## src/design/gmc_pkg.sv

```systemverilog
// Shared types and constants for the graph m-coloring search core.
// Holds the opcode and sequencer state encodings and the memory control struct.
// No dependencies; every other design file imports this package.
`default_nettype none

package gmc_pkg;

	localparam int MAX_VERTICES_DEF = 16;
	localparam int CFG_W            = 5;
	localparam int COLOR_W          = 5;
	localparam int COLOR_SPAN       = 2 ** COLOR_W;

	typedef enum logic [1:0] {
		OP_CLEAR    = 2'd0,
		OP_ADD_EDGE = 2'd1,
		OP_RUN      = 2'd2
	} opcode_t;

	typedef enum logic [2:0] {
		ST_IDLE,
		ST_EDGE_A,
		ST_EDGE_B,
		ST_START,
		ST_SCAN,
		ST_DECIDE,
		ST_RESULT
	} state_t;

	typedef struct packed {
		logic clr;
		logic rd_en;
		logic wr_en;
	} mem_ctl_t;

endpackage

`default_nettype wire

```

## src/design/gmc_vmem.sv

```systemverilog
// Synchronous memory with one write and one registered read port per cycle.
// Per-entry valid bits let a single clr clear every entry; an invalid entry reads as zero.
// Depends on gmc_pkg for the control struct.
`default_nettype none

module gmc_vmem #(
	parameter int DEPTH = 16,
	parameter int WIDTH = 16
) (
	input  wire logic                     clk,
	input  wire logic                     arst_n,
	input  wire gmc_pkg::mem_ctl_t        ctl,
	input  wire logic [$clog2(DEPTH)-1:0] rd_addr,
	input  wire logic [$clog2(DEPTH)-1:0] wr_addr,
	input  wire logic [WIDTH-1:0]         wr_data,
	output logic      [WIDTH-1:0]         rd_data
);
	import gmc_pkg::*;

	logic [WIDTH-1:0] mem [DEPTH];
	logic [DEPTH-1:0] vld_q;
	logic [WIDTH-1:0] rd_data_q;
	logic             rd_vld_q;

	always_ff @(posedge clk) begin
		if (ctl.wr_en) begin
			mem[wr_addr] <= wr_data;
		end
		if (ctl.rd_en) begin
			rd_data_q <= mem[rd_addr];
		end
	end

	// The valid bit is sampled with the read so that both come from the same edge.
	always_ff @(posedge clk or negedge arst_n) begin
		if (!arst_n) begin
			vld_q    <= '0;
			rd_vld_q <= 1'b0;
		end else begin
			if (ctl.clr) begin
				vld_q <= '0;
			end else if (ctl.wr_en) begin
				vld_q[wr_addr] <= 1'b1;
			end
			if (ctl.rd_en) begin
				rd_vld_q <= vld_q[rd_addr];
			end
		end
	end

	assign rd_data = rd_vld_q ? rd_data_q : '0;

endmodule

`default_nettype wire

```

## src/design/gmc_ctrl.sv

```systemverilog
// Sequencer for the coloring search: edge loads and the backtracking loop.
// Drives the adjacency and color memories and builds a neighbor color mask per step.
// Depends on gmc_pkg.
`default_nettype none

module gmc_ctrl #(
	parameter int MAX_VERTICES = gmc_pkg::MAX_VERTICES_DEF
) (
	input  wire logic                            clk,
	input  wire logic                            arst_n,
	input  wire logic                            in_valid,
	output logic                                 in_ready,
	input  wire logic [1:0]                      opcode,
	input  wire logic [3:0]                      edge_first,
	input  wire logic [3:0]                      edge_second,
	input  wire logic [gmc_pkg::CFG_W-1:0]       vertex_count,
	input  wire logic [gmc_pkg::CFG_W-1:0]       color_limit,
	input  wire logic                            res_free,
	output logic                                 res_load,
	output logic                                 res_value,
	output gmc_pkg::mem_ctl_t                    adj_ctl,
	output logic [$clog2(MAX_VERTICES)-1:0]      adj_rd_addr,
	output logic [$clog2(MAX_VERTICES)-1:0]      adj_wr_addr,
	output logic [MAX_VERTICES-1:0]              adj_wr_data,
	input  wire logic [MAX_VERTICES-1:0]         adj_rd_data,
	output gmc_pkg::mem_ctl_t                    col_ctl,
	output logic [$clog2(MAX_VERTICES)-1:0]      col_rd_addr,
	output logic [$clog2(MAX_VERTICES)-1:0]      col_wr_addr,
	output logic [gmc_pkg::COLOR_W-1:0]          col_wr_data,
	input  wire logic [gmc_pkg::COLOR_W-1:0]     col_rd_data
);
	import gmc_pkg::*;

	localparam int VW = $clog2(MAX_VERTICES);
	localparam int CW = $clog2(MAX_VERTICES + 1);

	state_t               state_q, state_d;
	opcode_t              op;
	logic                 accept;
	logic                 edge_ok;
	logic [CW-1:0]        n_sat;
	logic [CW-1:0]        d_q;
	logic [CW-1:0]        d_inc;
	logic [VW-1:0]        d_addr;
	logic [VW-1:0]        a_q, b_q;
	logic [VW-1:0]        k_q, k_s1;
	logic                 last_s1;
	logic [COLOR_SPAN-1:0] mask_q;
	logic [COLOR_W-1:0]   hi_q, cur_q;
	logic                 res_q;
	logic [COLOR_W:0]     hi_inc, cap;
	logic [COLOR_SPAN-1:0] cand;
	logic                 found;
	logic [COLOR_W-1:0]   c_sel;

	assign op     = opcode_t'(opcode);
	assign accept = in_valid && in_ready;
	assign edge_ok = (int'(edge_first) < MAX_VERTICES) && (int'(edge_second) < MAX_VERTICES);
	assign d_inc  = d_q + CW'(1);
	assign d_addr = d_q[VW-1:0];
	assign res_value = res_q;

	always_comb begin
		if (int'(vertex_count) > MAX_VERTICES) begin
			n_sat = CW'(MAX_VERTICES);
		end else begin
			n_sat = CW'(vertex_count);
		end
	end

	// Colors above one more than the highest color on earlier vertices are never tried.
	always_comb begin
		hi_inc = {1'b0, hi_q} + (COLOR_W+1)'(1);
		cap    = (hi_inc > {1'b0, color_limit}) ? {1'b0, color_limit} : hi_inc;
		for (int i = 0; i < COLOR_SPAN; i++) begin
			cand[i] = !mask_q[i] && ((COLOR_W+1)'(i) > {1'b0, cur_q}) &&
				((COLOR_W+1)'(i) <= cap);
		end
		found = |cand;
		c_sel = '0;
		for (int i = COLOR_SPAN - 1; i >= 0; i--) begin
			if (cand[i]) begin
				c_sel = COLOR_W'(i);
			end
		end
	end

	always_comb begin
		state_d = state_q;
		case (state_q)
			ST_IDLE: begin
				if (accept) begin
					case (op)
						OP_ADD_EDGE: begin
							if (edge_ok) begin
								state_d = ST_EDGE_A;
							end
						end
						OP_RUN: begin
							state_d = (n_sat == '0) ? ST_RESULT : ST_START;
						end
						default: begin
							state_d = ST_IDLE;
						end
					endcase
				end
			end
			ST_EDGE_A: state_d = ST_EDGE_B;
			ST_EDGE_B: state_d = ST_IDLE;
			ST_START:  state_d = ST_SCAN;
			ST_SCAN: begin
				if (last_s1) begin
					state_d = ST_DECIDE;
				end
			end
			ST_DECIDE: begin
				if (found) begin
					state_d = (d_inc == n_sat) ? ST_RESULT : ST_START;
				end else begin
					state_d = (d_q == '0) ? ST_RESULT : ST_START;
				end
			end
			ST_RESULT: begin
				if (res_free) begin
					state_d = ST_IDLE;
				end
			end
			default: state_d = ST_IDLE;
		endcase
	end

	always_comb begin
		in_ready    = 1'b0;
		res_load    = 1'b0;
		adj_ctl     = '0;
		col_ctl     = '0;
		adj_rd_addr = '0;
		adj_wr_addr = '0;
		adj_wr_data = '0;
		col_rd_addr = '0;
		col_wr_addr = '0;
		col_wr_data = '0;
		case (state_q)
			ST_IDLE: begin
				in_ready    = 1'b1;
				adj_ctl.clr = in_valid && (op == OP_CLEAR);
				col_ctl.clr = in_valid && (op == OP_RUN);
				adj_ctl.rd_en = in_valid && (op == OP_ADD_EDGE) && edge_ok;
				adj_rd_addr = VW'(edge_first);
			end
			ST_EDGE_A: begin
				adj_ctl.wr_en = 1'b1;
				adj_wr_addr   = a_q;
				adj_wr_data   = adj_rd_data | (MAX_VERTICES'(1) << b_q);
				adj_ctl.rd_en = 1'b1;
				adj_rd_addr   = b_q;
			end
			ST_EDGE_B: begin
				adj_ctl.wr_en = 1'b1;
				adj_wr_addr   = b_q;
				adj_wr_data   = adj_rd_data | (MAX_VERTICES'(1) << a_q);
			end
			ST_START: begin
				adj_ctl.rd_en = 1'b1;
				adj_rd_addr   = d_addr;
				col_ctl.rd_en = 1'b1;
				col_rd_addr   = '0;
			end
			ST_SCAN: begin
				col_ctl.rd_en = !last_s1;
				col_rd_addr   = k_q;
			end
			ST_DECIDE: begin
				col_ctl.wr_en = 1'b1;
				col_wr_addr   = d_addr;
				col_wr_data   = found ? c_sel : '0;
			end
			ST_RESULT: begin
				res_load = res_free;
			end
			default: begin
				in_ready = 1'b0;
			end
		endcase
	end

	always_ff @(posedge clk or negedge arst_n) begin
		if (!arst_n) begin
			state_q <= ST_IDLE;
			d_q     <= '0;
		end else begin
			state_q <= state_d;
			if (state_q == ST_IDLE) begin
				d_q <= '0;
			end else if (state_q == ST_DECIDE) begin
				if (found) begin
					d_q <= d_inc;
				end else if (d_q != '0) begin
					d_q <= d_q - CW'(1);
				end
			end
		end
	end

	// Scan pipeline: a color read issued at k arrives in the next cycle, tagged by k_s1.
	always_ff @(posedge clk) begin
		if (accept) begin
			a_q   <= VW'(edge_first);
			b_q   <= VW'(edge_second);
			res_q <= 1'b1;
		end
		case (state_q)
			ST_START: begin
				k_q     <= VW'(1);
				k_s1    <= '0;
				last_s1 <= (d_q == '0);
				mask_q  <= '0;
				hi_q    <= '0;
			end
			ST_SCAN: begin
				if (!last_s1) begin
					k_s1    <= k_q;
					last_s1 <= (k_q == d_addr);
					k_q     <= k_q + VW'(1);
					if (adj_rd_data[k_s1]) begin
						mask_q[col_rd_data] <= 1'b1;
					end
					if (col_rd_data > hi_q) begin
						hi_q <= col_rd_data;
					end
				end else begin
					cur_q <= col_rd_data;
				end
			end
			ST_DECIDE: begin
				if (!found && d_q == '0) begin
					res_q <= 1'b0;
				end
			end
			default: begin
			end
		endcase
	end

endmodule

`default_nettype wire

```

## src/design/graph_m_coloring_search_core.sv

```systemverilog
// Graph m-coloring search core: opcodes clear the graph, add an undirected edge, or run
// a depth-first backtracking search that answers whether vertex_count vertices can be
// colored with at most color_limit colors. Add edge is a read-modify-write of both
// adjacency rows. A run returns one colorable result; each search step at depth d
// fetches the row, reads the color memory once per earlier vertex and once for the
// vertex itself through the single read port, then decides, and the step count grows
// with the amount of backtracking. Depends on gmc_pkg, gmc_vmem and gmc_ctrl.
`default_nettype none

module graph_m_coloring_search_core #(
	parameter int MAX_VERTICES = gmc_pkg::MAX_VERTICES_DEF
) (
	input  wire logic        clk,
	input  wire logic        arst_n,
	input  wire logic        psel,
	input  wire logic        penable,
	input  wire logic        pwrite,
	input  wire logic [2:0]  paddr,
	input  wire logic [31:0] pwdata,
	output logic      [31:0] prdata,
	output logic             pready,
	input  wire logic        s_tvalid,
	output logic             s_tready,
	input  wire logic [15:0] s_tdata,   // [1:0] opcode, [5:2] edge_first, [9:6] edge_second
	output logic             m_tvalid,
	input  wire logic        m_tready,
	output logic [7:0]       m_tdata    // [0] colorable
);
	import gmc_pkg::*;

	localparam int  VW               = $clog2(MAX_VERTICES);
	localparam logic REG_VERTEX_COUNT = 1'b0;
	localparam logic REG_COLOR_LIMIT  = 1'b1;

	logic [CFG_W-1:0]        vertex_count_q, color_limit_q;
	logic                    cfg_wr;
	logic                    m_tvalid_q, colorable_q;
	logic                    res_free, res_load, res_value;
	mem_ctl_t                adj_ctl, col_ctl;
	logic [VW-1:0]           adj_rd_addr, adj_wr_addr, col_rd_addr, col_wr_addr;
	logic [MAX_VERTICES-1:0] adj_wr_data, adj_rd_data;
	logic [COLOR_W-1:0]      col_wr_data, col_rd_data;

	assign pready = 1'b1;
	assign cfg_wr = psel && penable && pwrite && pready;

	always_ff @(posedge clk or negedge arst_n) begin
		if (!arst_n) begin
			vertex_count_q <= CFG_W'(0);
			color_limit_q  <= CFG_W'(1);
		end else if (cfg_wr) begin
			case (paddr[2])
				REG_VERTEX_COUNT: vertex_count_q <= pwdata[CFG_W-1:0];
				REG_COLOR_LIMIT:  color_limit_q  <= pwdata[CFG_W-1:0];
				default: begin
				end
			endcase
		end
	end

	always_comb begin
		case (paddr[2])
			REG_VERTEX_COUNT: prdata = {{(32-CFG_W){1'b0}}, vertex_count_q};
			REG_COLOR_LIMIT:  prdata = {{(32-CFG_W){1'b0}}, color_limit_q};
			default:          prdata = '0;
		endcase
	end

	// The result register lets new items enter while a result waits to be taken.
	assign res_free = !m_tvalid_q || m_tready;

	always_ff @(posedge clk or negedge arst_n) begin
		if (!arst_n) begin
			m_tvalid_q <= 1'b0;
		end else if (res_load) begin
			m_tvalid_q <= 1'b1;
		end else if (m_tready) begin
			m_tvalid_q <= 1'b0;
		end
	end

	always_ff @(posedge clk) begin
		if (res_load) begin
			colorable_q <= res_value;
		end
	end

	assign m_tvalid = m_tvalid_q;
	assign m_tdata  = {7'b0, colorable_q};

	gmc_ctrl #(
		.MAX_VERTICES(MAX_VERTICES)
	) u_ctrl (
		.clk          (clk),
		.arst_n       (arst_n),
		.in_valid     (s_tvalid),
		.in_ready     (s_tready),
		.opcode       (s_tdata[1:0]),
		.edge_first   (s_tdata[5:2]),
		.edge_second  (s_tdata[9:6]),
		.vertex_count (vertex_count_q),
		.color_limit  (color_limit_q),
		.res_free     (res_free),
		.res_load     (res_load),
		.res_value    (res_value),
		.adj_ctl      (adj_ctl),
		.adj_rd_addr  (adj_rd_addr),
		.adj_wr_addr  (adj_wr_addr),
		.adj_wr_data  (adj_wr_data),
		.adj_rd_data  (adj_rd_data),
		.col_ctl      (col_ctl),
		.col_rd_addr  (col_rd_addr),
		.col_wr_addr  (col_wr_addr),
		.col_wr_data  (col_wr_data),
		.col_rd_data  (col_rd_data)
	);

	gmc_vmem #(
		.DEPTH(MAX_VERTICES),
		.WIDTH(MAX_VERTICES)
	) u_adj_mem (
		.clk     (clk),
		.arst_n  (arst_n),
		.ctl     (adj_ctl),
		.rd_addr (adj_rd_addr),
		.wr_addr (adj_wr_addr),
		.wr_data (adj_wr_data),
		.rd_data (adj_rd_data)
	);

	gmc_vmem #(
		.DEPTH(MAX_VERTICES),
		.WIDTH(COLOR_W)
	) u_color_mem (
		.clk     (clk),
		.arst_n  (arst_n),
		.ctl     (col_ctl),
		.rd_addr (col_rd_addr),
		.wr_addr (col_wr_addr),
		.wr_data (col_wr_data),
		.rd_data (col_rd_data)
	);

	// A new result is loaded only when the previous one is gone or leaving.
	a_result_no_overwrite: assert property (@(posedge clk) disable iff (!arst_n)
		res_load |-> (!m_tvalid_q || m_tready))
		else $error("result loaded over a pending result");

	// Memory writes belong to multi-cycle work, never to a cycle that takes input.
	a_no_write_while_ready: assert property (@(posedge clk) disable iff (!arst_n)
		s_tready |-> !(adj_ctl.wr_en || col_ctl.wr_en))
		else $error("memory write while accepting input");

	// The coloring is wiped only when a run transaction is accepted.
	a_color_clear_on_run: assert property (@(posedge clk) disable iff (!arst_n)
		col_ctl.clr |-> (s_tvalid && s_tready))
		else $error("color memory cleared outside a run transaction");

	// After a result is loaded the block returns to idle and is ready for input again.
	a_result_then_idle: assert property (@(posedge clk) disable iff (!arst_n)
		res_load |=> s_tready)
		else $error("block did not return to idle after a result");

endmodule

`default_nettype wire

```

## config.mk

```make
export PLATFORM = sky130hd
export DESIGN_NAME = graph_m_coloring_search_core
export DESIGN_NICKNAME = d
export VERILOG_FILES = /design/src/design/gmc_pkg.sv /design/src/design/gmc_vmem.sv /design/src/design/gmc_ctrl.sv /design/src/design/graph_m_coloring_search_core.sv
export SDC_FILE = /design/constraint.sdc
export NUM_CORES = 1
export LEC_CHECK = 0
export CAP_MARGIN = 5
export CORE_MARGIN = 8
export CORE_UTILIZATION = 38
export CTS_BUF_LIST = sky130_fd_sc_hd__clkbuf_4 sky130_fd_sc_hd__clkbuf_8
export DETAILED_ROUTE_END_ITERATION = 7
export DONT_BUFFER_PORTS = 1
export PLACE_DENSITY = 0.48
export SYNTH_ARGS = -nofsm -noshare
export SYNTH_HDL_FRONTEND = slang
export SYNTH_SLANG_ARGS = --single-unit
export TNS_END_PERCENT = 20
```

## constraint.sdc

```tcl
create_clock -name clk -period 12.31 [get_ports clk]
set_input_delay 2.462 -clock clk [delete_from_list [all_inputs] [get_ports clk]]
set_output_delay 2.462 -clock clk [all_outputs]
set_load 0.02 [all_outputs]
```

# [Yosys cells after proc, flatten, opt, wreduce, memory -nomap -nowiden]
# Memories as Yosys holds them, arrays and structs flattened. A register that Yosys moved wholly into a read port is not among the register bits.
# Index checks and enable logic that the tools add are counted.
[totals] ff_bits=114 mem_bits_rw=336 wordCells=353 memories=2
[classes] add_sub_neg=4 magnitude_cmp=74 eq_ne=16 shifts=2 mux=101 bitwise=6 reduce_logical=129
[mem_list] memory="u_adj_mem.mem" depth=16 word_bits=16 read_ports=1 rd_clocked_by_memory_dff=1 wr=1 line="gmc_vmem.sv:20" rtl="logic [WIDTH-1:0] mem [DEPTH];"
[mem_list] memory="u_color_mem.mem" depth=16 word_bits=5 read_ports=1 rd_clocked_by_memory_dff=1 wr=1 line="gmc_vmem.sv:20"
[ops] op="two-way mux 5 bit" count=41
[ops] op="one-hot mux 32 bit (2 select lines)" count=2
[ops] op="less-or-equal comparator 5 x 6 -> 1 bit (first input constant)" count=16
[ops] op="> comparator 5 bit (first input constant)" count=16
[ops] op="two-way mux 16 bit" count=5
[ops] op="logical AND 1 bit" count=72
[ops] op="two-way mux 32 bit" count=2
[ops] op="bitwise OR 16 bit" count=4
[ops] op="less-or-equal comparator 4 x 6 -> 1 bit (first input constant)" count=8
[ops] op="> comparator 4 x 5 -> 1 bit (first input constant)" count=8
[ops] op="zero test 1 bit" count=34
[ops] op="bitwise OR 32 bit" count=1
[ops] op="one-hot mux 16 bit (2 select lines)" count=1
[ops] op="<< shifter 1 x 4 -> 16 bit (first input constant)" count=2
[ops] op="OR reduction 31 bit" count=1
[ops] op="less-than comparator 4 x 5 -> 1 bit (second input constant)" count=5
[ops] op="less-or-equal comparator 3 x 6 -> 1 bit (first input constant)" count=4
[ops] op="one-hot mux 4 bit (2 select lines)" count=3
[ops] op="two-way mux 1 bit" count=22
[ops] op="two-way mux 3 bit" count=7
[ops] op="> comparator 3 x 5 -> 1 bit (first input constant)" count=4
[ops] op="one-hot mux 3 bit (6 select lines)" count=1
[ops] op="two-way mux 4 bit" count=4
[ops] op="binary-select mux 1 bit (select 4 bit)" count=3
[ops] op="other kinds (41)" count=66

# [Depth between registers and ports, before layout]
# Gate-level depths: netlist of the first run.
[logic_depth] word_depth=38 ltp_mapped=18

# [By module]
# A second synthesis of the first run with hierarchy kept.
[hier_totals] cells_unflattened=1421 hier_area_um2=21765.9
[by_module_without_submodules] module="gmc_vmem (u_adj_mem)" instances=1 cells_per_inst=471 area_each_um2=11023.1 seq_area_each_um2=8593.2
[by_module_without_submodules] module="gmc_ctrl" instances=1 cells_per_inst=675 area_each_um2=5854.4 seq_area_each_um2=1961.9
[by_module_without_submodules] module="gmc_vmem (u_color_mem)" instances=1 cells_per_inst=205 area_each_um2=4075.2 seq_area_each_um2=2977.9
[by_module_without_submodules] module="graph_m_coloring_search_core" instances=1 cells_per_inst=70 area_each_um2=813.3 seq_area_each_um2=306.5

# [Worst setup path before layout of the first run]
# No wires, ideal clock.
[synth_path] path_kind="input port to output port" start="in paddr[2]" end="out prdata[0]" t_arrival_ps=3095 required_time_ps=9848 setup_slack_ps=6753 path_stages=2 path_buffers=1 cell_sequence="clkbuf_1 -> mux2_2"
[synth_between] elab_chain_len=2
[synth_lines] element="start: declaration" line="graph_m_coloring_search_core.sv:18" rtl="input wire logic [2:0] paddr,"
[synth_lines] element="NOT 1 bit (no line)"
[synth_lines] element="one-hot mux 32 bit (2 select lines) (*)" line="graph_m_coloring_search_core.sv:62" rtl="case (paddr[2])"
[synth_lines] element="end: declaration" line="graph_m_coloring_search_core.sv:20" rtl="output logic [31:0] prdata,"
# Mark *: on every way between the ends. The rest lies on a longest branch, timed or not. The select of a mux whose other input is x is not followed.

# [Worst setup path after layout of the first run]
[layout_path] start="reg u_ctrl.hi_q[0]" end="mem u_color_mem.mem[5][1] (netlist bit), data pin"
[layout_between] elab_chain_len=38 elab_cells_between_ends=99 classes_between="add/sub: 1; order compare: 32; mux: 34; reduce/logical: 32"
[layout_lines] element="start: declaration" line="gmc_ctrl.sv:49" rtl="logic [COLOR_W-1:0] hi_q, cur_q;"
[layout_lines] element="start signal: assignment" line="gmc_ctrl.sv:229" rtl="hi_q <= col_rd_data;"
[layout_lines] element="adder 5 x 1 -> 6 bit (*)" line="gmc_ctrl.sv:73" rtl="hi_inc = {1'b0, hi_q} + (COLOR_W+1)'(1);"
[layout_lines] element="> comparator 6 x 5 -> 1 bit" line="gmc_ctrl.sv:74" rtl="cap = (hi_inc > {1'b0, color_limit}) ? {1'b0, color_limit} : hi_inc;"
[layout_lines] element="two-way mux 6 bit (*)" line="gmc_ctrl.sv:74"
[layout_lines] element="less-or-equal comparator 5 x 6 -> 1 bit" line="gmc_ctrl.sv:77" rtl="((COLOR_W+1)'(i) <= cap);"
[layout_lines] element="logical AND 1 bit" line="gmc_ctrl.sv:76" rtl="cand[i] = !mask_q[i] && ((COLOR_W+1)'(i) > {1'b0, cur_q}) &&"
[layout_lines] element="two-way mux 5 bit (31 in a row)" line="gmc_ctrl.sv:82" rtl="if (cand[i]) begin"
[layout_lines] element="two-way mux 5 bit (*)" line="gmc_ctrl.sv:176" rtl="col_wr_data = found ? c_sel : '0;"
[layout_lines] element="two-way mux 5 bit (*)" line="gmc_ctrl.sv:143" rtl="case (state_q)"
[layout_lines] element="net col_wr_data[1]" line="graph_m_coloring_search_core.sv:42" rtl="logic [COLOR_W-1:0] col_wr_data, col_rd_data;"
[layout_lines] element="end: declaration" line="gmc_vmem.sv:20"
# Mark *: on every way through the listed nets, which the timed path passes. The rest lies on a longest branch.

==> results of run 1 <==
## power by group through the flow
stage | combinational, W | sequential, W | clock (W)
floorplan | 0.00128 | 0.00207 | 0
global placement | 0.00171 | 0.00214 | 0
detailed placement | 0.00171 | 0.00215 | 0
CTS | 0.00171 | 0.00211 | 0.00150
global route | 0.00185 | 0.00213 | 0.00157
finish | 0.00168 | 0.00211 | 0.00146
## sequential cells by signal, summed over array words and instances (netlist names), 5 cells and up
signal	flops
u_ctrl.hi_q	5
u_adj_mem.vld_q	16
vertex_count_q	5
u_ctrl.d_q	5
color_limit_q	5
u_adj_mem.mem	256
u_color_mem.rd_data_q	5
u_adj_mem.rd_data_q	16
u_ctrl.mask_q	31
u_ctrl.cur_q	5
u_color_mem.mem	80
u_color_mem.vld_q	16
## cells in the final DEF, fill, tap and decap left out, types with 32 or more instances in the layout
cell        n
mux2_2     38
a21oi_1    89
a31oi_1    36
conb_1     35
o21ai_0    37
clkbuf_4   33
edfxtp_1  416
buf_4      35
dfrtp_1    52
mux2i_1    32
clkbuf_8   87
nand2_1    99
nor2_1    132
o21a_1     39
mux4_2     71
## layout make-up
class | instances | area (sq um)
clock buffer | 120 | 1445
tap | 756 | 945.9
fill | 5189 | 32410
inverter | 30 | 112.6
antenna | 5 | 12.51
timing repair buffer | 35 | 262.8
clock inverter | 29 | 216.5
multi-input combinational | 959 | 7252
sequential | 470 | 13840
## per-stage QoR
stage | hold WS, ns | instance area, sq um | utilization [%] | setup WS (ns) | instances
after floorplan | 0.4090 | 21840 | - | 6.753 | 1579
after global placement | 0.4612 | 22410 | 39.67 | 6.525 | 2250
after detailed placement | 0.4622 | 22410 | 39.67 | 6.551 | 2250
after CTS | 0.4875 | 24070 | 42.61 | 6.793 | 2399
after global routing | 0.4960 | 24070 | 42.61 | 6.380 | 2399
final | 0.4816 | 24090 | 42.64 | 6.773 | 2404
## logic make-up after synthesis
kind of cell             Yosys count
AND/OR/NAND/NOR                  405
adder cells (fa/ha/maj)           18
multiplexers                     142
other                              2
XOR/XNOR                          18
AO/OA/AOI/OAI                    341
flip-flops                       470
buffers and inverters            150
## how the worst max path moves through the flow
stage	startpoint	end	slack (ns)	cells past startpoint
2_1_floorplan	paddr[2]	prdata[0]	6.75	2
3_3_place_gp	s_tdata[3]	u_adj_mem.rd_data_q[7]	6.52	8
3_5_place_dp	s_tdata[3]	u_adj_mem.rd_data_q[15]	6.55	8
4_1_cts	u_ctrl.hi_q[0]	u_color_mem.mem[1][1]	6.79	14
5_1_grt	u_ctrl.hi_q[0]	u_color_mem.mem[1][1]	6.38	14
6_report	u_ctrl.hi_q[0]	u_color_mem.mem[5][1]	6.77	14
## routing by layer
| layer | track usage, % | vias to the layer above |
|---|---|---|
| li1 | - | 5988 |
| met5 | 0 | - |
| met3 | 3.980 | 101 |
| met1 | 23.47 | 6781 |
| met2 | 28.75 | 305 |
| met4 | 4.794 | 2 |
## worst register-to-register path, cell delays in order (launching register included)
cell and delay [ns]:
edfxtp_1 0.56, and3_1 0.35, xnor2_1 0.58, ha_1 0.37
a21o_1 0.19, a21oi_4 0.19, a21o_4 0.24, nand2_1 0.22
o31ai_1 0.66, a211oi_1 0.22, o41ai_2 0.38, nor3b_4 0.39
nand2_2 0.17, nand2_1 0.21, and4b_1 0.45
==> results.json, run 1 <==
{
  "status": "complete, no violations",
  "crit_top_cell": "nand2_1",
  "drc": 0,
  "synth_xor_xnor_area_share_pct": 0.7261,
  "finalWorstPathRequiredPeriod_ns": 5.537,
  "drv_cap": 0,
  "path_max_fanout": 16,
  "crit_family": "compound AO/OA/AOI/OAI gates",
  "syn_inst": 1546,
  "fin_nets": 1654,
  "timing.rr.start": "u_ctrl.hi_q[0]",
  "async_reset_ff_share_pct": 11.28,
  "grt_usage_pct": 17.57,
  "synth_fa_ha_area_share_pct": 1.037,
  "min_path_type": "flip-flop to flip-flop",
  "reg2reg_depth": 14,
  "gp_congestion": 0.8425,
  "worst_pin_slew_ns": 1.178,
  "rsz0062_at_grt": "false",
  "seq_area_frac_synth_pct": 63.74,
  "dieWidth_um": 255.0,
  "cpPeakStageDelay_ns": 0.66,
  "r2r-end": "u_color_mem.mem[5][1]",
  "synth_top_family_by_area": "multiplexers",
  "finalCritPeriodShare_pct": 44.98,
  "yosys_warnings": 0,
  "cp-start-kind": "flip-flop",
  "critPathBufInv": 0,
  "setup_violations": 0,
  "setup.worst_path.class": "flip-flop to flip-flop",
  "power_leakage_nw": 8.254,
  "postCtsSetupBuffers": 0,
  "skew_ns": 0.03049,
  "yosys.cell_types.count": 97,
  "cp.required_ns": 12.59,
  "vias": 13180,
  "antenna_found_initial": 5,
  "dp_hpwl_um": 36690,
  "synth_compound_area_share_pct": 10.81,
  "grt_max_degree": 54,
  "avgSynthCellArea_sq_um": 14.04,
  "grt_pass1_vias": 13510,
  "clock_power_share_pct": 27.7,
  "numCtsBuffers": 82,
  "yosysMostFrequentCell": "edfxtp_1",
  "wl_per_cell_um": 23.56,
  "postCtsResizedCells": 0,
  "crit_chain": "and3_1, xnor2_1, ha_1, a21o_1, a21oi_4, a21o_4, nand2_1, o31ai_1, a211oi_1, o41ai_2, nor3b_4, nand2_2, nand2_1, and4b_1",
  "clock.fmax_mhz": 180.6,
  "met3_length_um": 2714,
  "min_from": "u_ctrl.res_value",
  "wirelength_um": 56640,
  "setup_tns_ns": 0,
  "cts_sinks": 470,
  "areaGrowthSynthToFinish_pct": 10.94,
  "rrSetupSlack_ns": 6.77,
  "synth_simple_gate_area_share_pct": 8.955,
  "synth_edf_count": 416,
  "p_sw_share_pct": 34.19,
  "seqPwrFrac_pct": 40.3,
  "min_path_cells": 0,
  "switchingPower_w": 0.001796,
  "final_max_slew_viol_count": 0,
  "synthTopCellsByCount": "416 x edfxtp_1, 153 x nor2_1, 99 x nand2_1, 89 x a21oi_1, 71 x mux4_2",
  "power_w": 0.005254,
  "synth.area.mux_share_pct": 10.88,
  "cts.htree.levels": 3,
  "whs_endpoint": "colorable_q",
  "routed-wl-met2_um": 27420,
  "synth_top_area_share_pct": 57.53,
  "hold_viol": 0,
  "relSlewSlack_pct": 21.19,
  "cp-end-kind": "flip-flop",
  "cts.path.max_buffers": 3,
  "syn-cell-area_sq_um": 21710,
  "antenna_left": 0,
  "grt_pass1_wl_um": 86060,
  "clk_latency_ns": 0.66,
  "ys_ff_latch": 470,
  "port_buffers": 0,
  "rows": 87,
  "p_comb_share_pct": 32.0,
  "slowest_stage": "o31ai_1",
  "critical_path_arrival_ns": 5.82,
  "p_per_area_nw_per_um2": 218.1,
  "yosys.area.top_type": "edfxtp_1",
  "synth_area_leaders": "edfxtp_1 58%, mux4_2 7.4%, dfrtp_1 6.0%",
  "die_y_um": 255.0,
  "peakVddDrop_uv": 118.2,
  "clkTransAtPathRegs_ns": 0.06,
  "io_pins": 101,
  "dr.max_layer_used": "met5",
  "synth_ff_type": "edfxtp_1",
  "cts.hold.buffers_added": 0,
  "die_area_sq_um": 65040,
  "drt_iter0_drc": 976,
  "viasPerCell": 5.481,
  "drt-met1-wl_um": 25120,
  "cts_tree": "built",
  "core_area_sq_um": 56500,
  "grt-ovfl-total": 0,
  "final_layout_size_suffix_gt1_share_pct": 20.33,
  "start_util_pct": 38.43,
  "ctsRootBufferMaster": "clkbuf_8",
  "p_int_w": 0.003458,
  "firstDrtPassIters": 5
}
Note: power is estimated with default switching activity, not from simulation.
==> run 2, diff against run 1 <==
--- a/config.mk
+++ b/config.mk
@@ -5,6 +5,7 @@
 export SDC_FILE = /design/constraint.sdc
 export NUM_CORES = 1
 export LEC_CHECK = 0
+export ABC_AREA = 1
 export CAP_MARGIN = 5
 export CORE_MARGIN = 8
 export CORE_UTILIZATION = 38
==> constraint.sdc (replaced) <==
create_clock -name clk -period 5.26 [get_ports clk]
set_input_delay 1.052 -clock clk [delete_from_list [all_inputs] [get_ports clk]]
set_output_delay 1.052 -clock clk [all_outputs]
set_load 0.02 [all_outputs]
==> run 2 against run 1 <==
Via count increased by 11%. Fmax increased by 19%. Sequential share of layout area increased by 0.18 points. Core utilization increased by 0.28 points. Total power increased to 2.6 times the previous value. Synthesized area decreased by 1.6%. Cell count increased by 17%. Global-route usage about the same. Design area decreased by 0.32%. Flip-flop and latch count unchanged. Clock skew increased by 0.0017 ns. Critical path type unchanged.
==> results.json, run 2 <==
{
  "setup.worst_path.class": "flip-flop to flip-flop",
  "rsz0062_at_grt": "false",
  "critical_path_arrival_ns": 5.02,
  "syn-cell-area_sq_um": 21360,
  "final_layout_size_suffix_gt1_share_pct": 15.08,
  "antenna_found_initial": 1,
  "grt_max_degree": 71,
  "setup.worst_path.start": "u_ctrl.hi_q[0]",
  "min_path_type": "input pin to asynchronous set/reset pin",
  "wl_per_cell_um": 20.14,
  "p_per_area_nw_per_um2": 562.7,
  "numCtsBuffers": 83,
  "viasPerCell": 5.171,
  "die_y_um": 253.1,
  "post-route-util_pct": 42.91,
  "setup_violations": 0,
  "cp.required_ns": 5.64,
  "worst_pin_slew_ns": 1.238,
  "synth_top_area_share_pct": 58.49,
  "finalWorstPathRequiredPeriod_ns": 4.649,
  "dieWidth_um": 253.1,
  "synthTopCellsByCount": "416 x edfxtp_1, 347 x nor2_1, 213 x nand2_1, 180 x o21ai_0, 143 x inv_1",
  "largest_register_ffs": 256,
  "firstDrtPassIters": 5,
  "io_pins": 101,
  "gp_congestion": 0.9232,
  "clock.fmax_mhz": 215.1,
  "skew_ns": 0.03216,
  "synth_edf_count": 416,
  "synth_ff_type": "edfxtp_1",
  "crit_top_cell": "nand2_1",
  "postCtsSetupBuffers": 0,
  "synth_area_leaders": "edfxtp_1 58%, nor2_1 6.1%, dfrtp_1 6.1%",
  "yosys.area.top_type": "edfxtp_1",
  "timing.rr.start": "u_ctrl.hi_q[0]",
  "grt-ovfl-total": 0,
  "finalCritPeriodShare_pct": 88.38,
  "layout.cells.most_common": "edfxtp_1",
  "yosys.cell_types.count": 56,
  "ys_ff_latch": 470,
  "start_util_pct": 38.17,
  "cpPeakStageDelay_ns": 0.52,
  "port_buffers": 0,
  "clkTransAtPathRegs_ns": 0.07,
  "fin_nets": 2071,
  "areaGrowthSynthToFinish_pct": 12.43,
  "drt_iter0_drc": 1259,
  "vias": 14580,
  "slowest_stage": "edfxtp_1",
  "postLayoutCellArea_sq_um": 24010,
  "cts.path.max_buffers": 3,
  "cp-start-kind": "flip-flop",
  "antenna_left": 0,
  "hold_viol": 0,
  "setup_tns_ns": 0,
  "yosys_warnings": 0,
  "async_reset_ff_share_pct": 11.28,
  "cp-end-kind": "flip-flop",
  "final_max_slew_viol_count": 0,
  "grt_pass1_wl_um": 86670,
  "post_dp_cell_area_sq_um": 22260,
  "avgSynthCellArea_sq_um": 10.94,
  "clk_latency_ns": 0.66,
  "peakVddDrop_uv": 318.7,
  "status": "complete, no violations",
  "syn_inst": 1953,
  "wirelength_um": 56780,
  "grt_pass1_vias": 14060,
  "power_leakage_nw": 8.840,
  "relSlewSlack_pct": 17.45,
  "cts.hold.buffers_added": 0,
  "ctsRootBufferMaster": "clkbuf_8",
  "mostFrequentLayoutCells": "416 x edfxtp_1, 331 x nor2_1, 213 x nand2_1",
  "cts_tree": "built",
  "cts_sinks": 470,
  "seq_area_frac_synth_pct": 64.80,
  "rows": 87,
  "top_regs": "u_adj_mem.mem x256, u_color_mem.mem x80, u_ctrl.mask_q x31",
  "top_register": "u_adj_mem.mem",
  "drv_cap": 0,
  "yosysMostFrequentCell": "edfxtp_1",
  "postCtsResizedCells": 0,
  "path_max_fanout": 16,
  "grt_usage_pct": 17.59,
  "drc": 0,
  "core_area_sq_um": 55950,
  "die_area_sq_um": 64040,
  "dp_hpwl_um": 35360,
  "cts.htree.levels": 3
}
run 2: per-layer routing:
| layer | wire length [um] | share of wire [%] | up-vias | track usage, % |
|---|---|---|---|---|
| met5 | 0 | 0 | - | 0 |
| met2 | 24270 | 43 | 416 | 25.66 |
| met1 | 27860 | 49 | 7120 | 26.21 |
| met3 | 3641 | 6.4 | 71 | 3.509 |
| met4 | 1016 | 1.8 | 0 | 5.161 |
| li1 | - | - | 6976 | - |
run 2: cell type report:
class / instances / area (sq um)
clock inverters: 28 / 198.9
fillers: 5362 / 31940
clock buffers: 125 / 1508
diodes: 1 / 2.502
multi-input cells: 1240 / 6576
flip-flops and latches: 470 / 13840
well taps: 756 / 945.9
inverters: 156 / 589.3
repair buffers: 44 / 350.3
run 2: final timing paths:
path | to | slack, ns | cells after the start
max reg2reg | u_color_mem.mem[7][0] | 0.61 | 44
min in group clk | colorable_q | 0.46 | 0
min reg2reg | colorable_q | 0.46 | 0
max | u_color_mem.mem[7][0] | 0.61 | 44
min | u_adj_mem.vld_q[11] | 0.09 | 0
max in group asynchronous | color_limit_q[0] | 4.98 | 0
run 2: kinds of logic (layout without fill, tap and decap cells):
logic type	after synthesis	in the layout	synth area share, %
simple gates	730	730	14.86
flops	470	470	64.80
compound gates	440	440	13.05
buf+inv	276	353	5.495
fa+ha+maj	18	18	1.055
xor+xnor	17	17	0.6972
other cells	2	36	0.03516
run 2: worst max-delay path: cells and delay by family (launching register included):
kind                     cells  cell delay (ns)
buffers and inverters        4             0.48
AO/OA/AOI/OAI                2             0.24
XOR/XNOR                     1             0.19
AND/OR/NAND/NOR             35             2.38
adder cells (fa/ha/maj)      2             0.58
flip-flops                   1             0.52
run 2: power by group:
group          switching, W  internal, W  leakage (nW)
sequential         0.000232      0.00499          4.56
clock               0.00155      0.00190         0.904
combinational       0.00351      0.00133          3.38
run 2: stage by stage:
step	std cells	setup slack, ns	total power [W]	hold slack (ns)
2_1_floorplan	1986	1.172	0.008493	0.4088
3_3_place_gp	2663	0.6118	0.01010	0.4509
3_5_place_dp	2663	0.6189	0.01011	0.4618
4_1_cts	2816	0.5965	0.01362	0.007185
5_1_grt	2820	0.09367	0.01441	0.03620
6_report	2820	0.6113	0.01351	0.08768
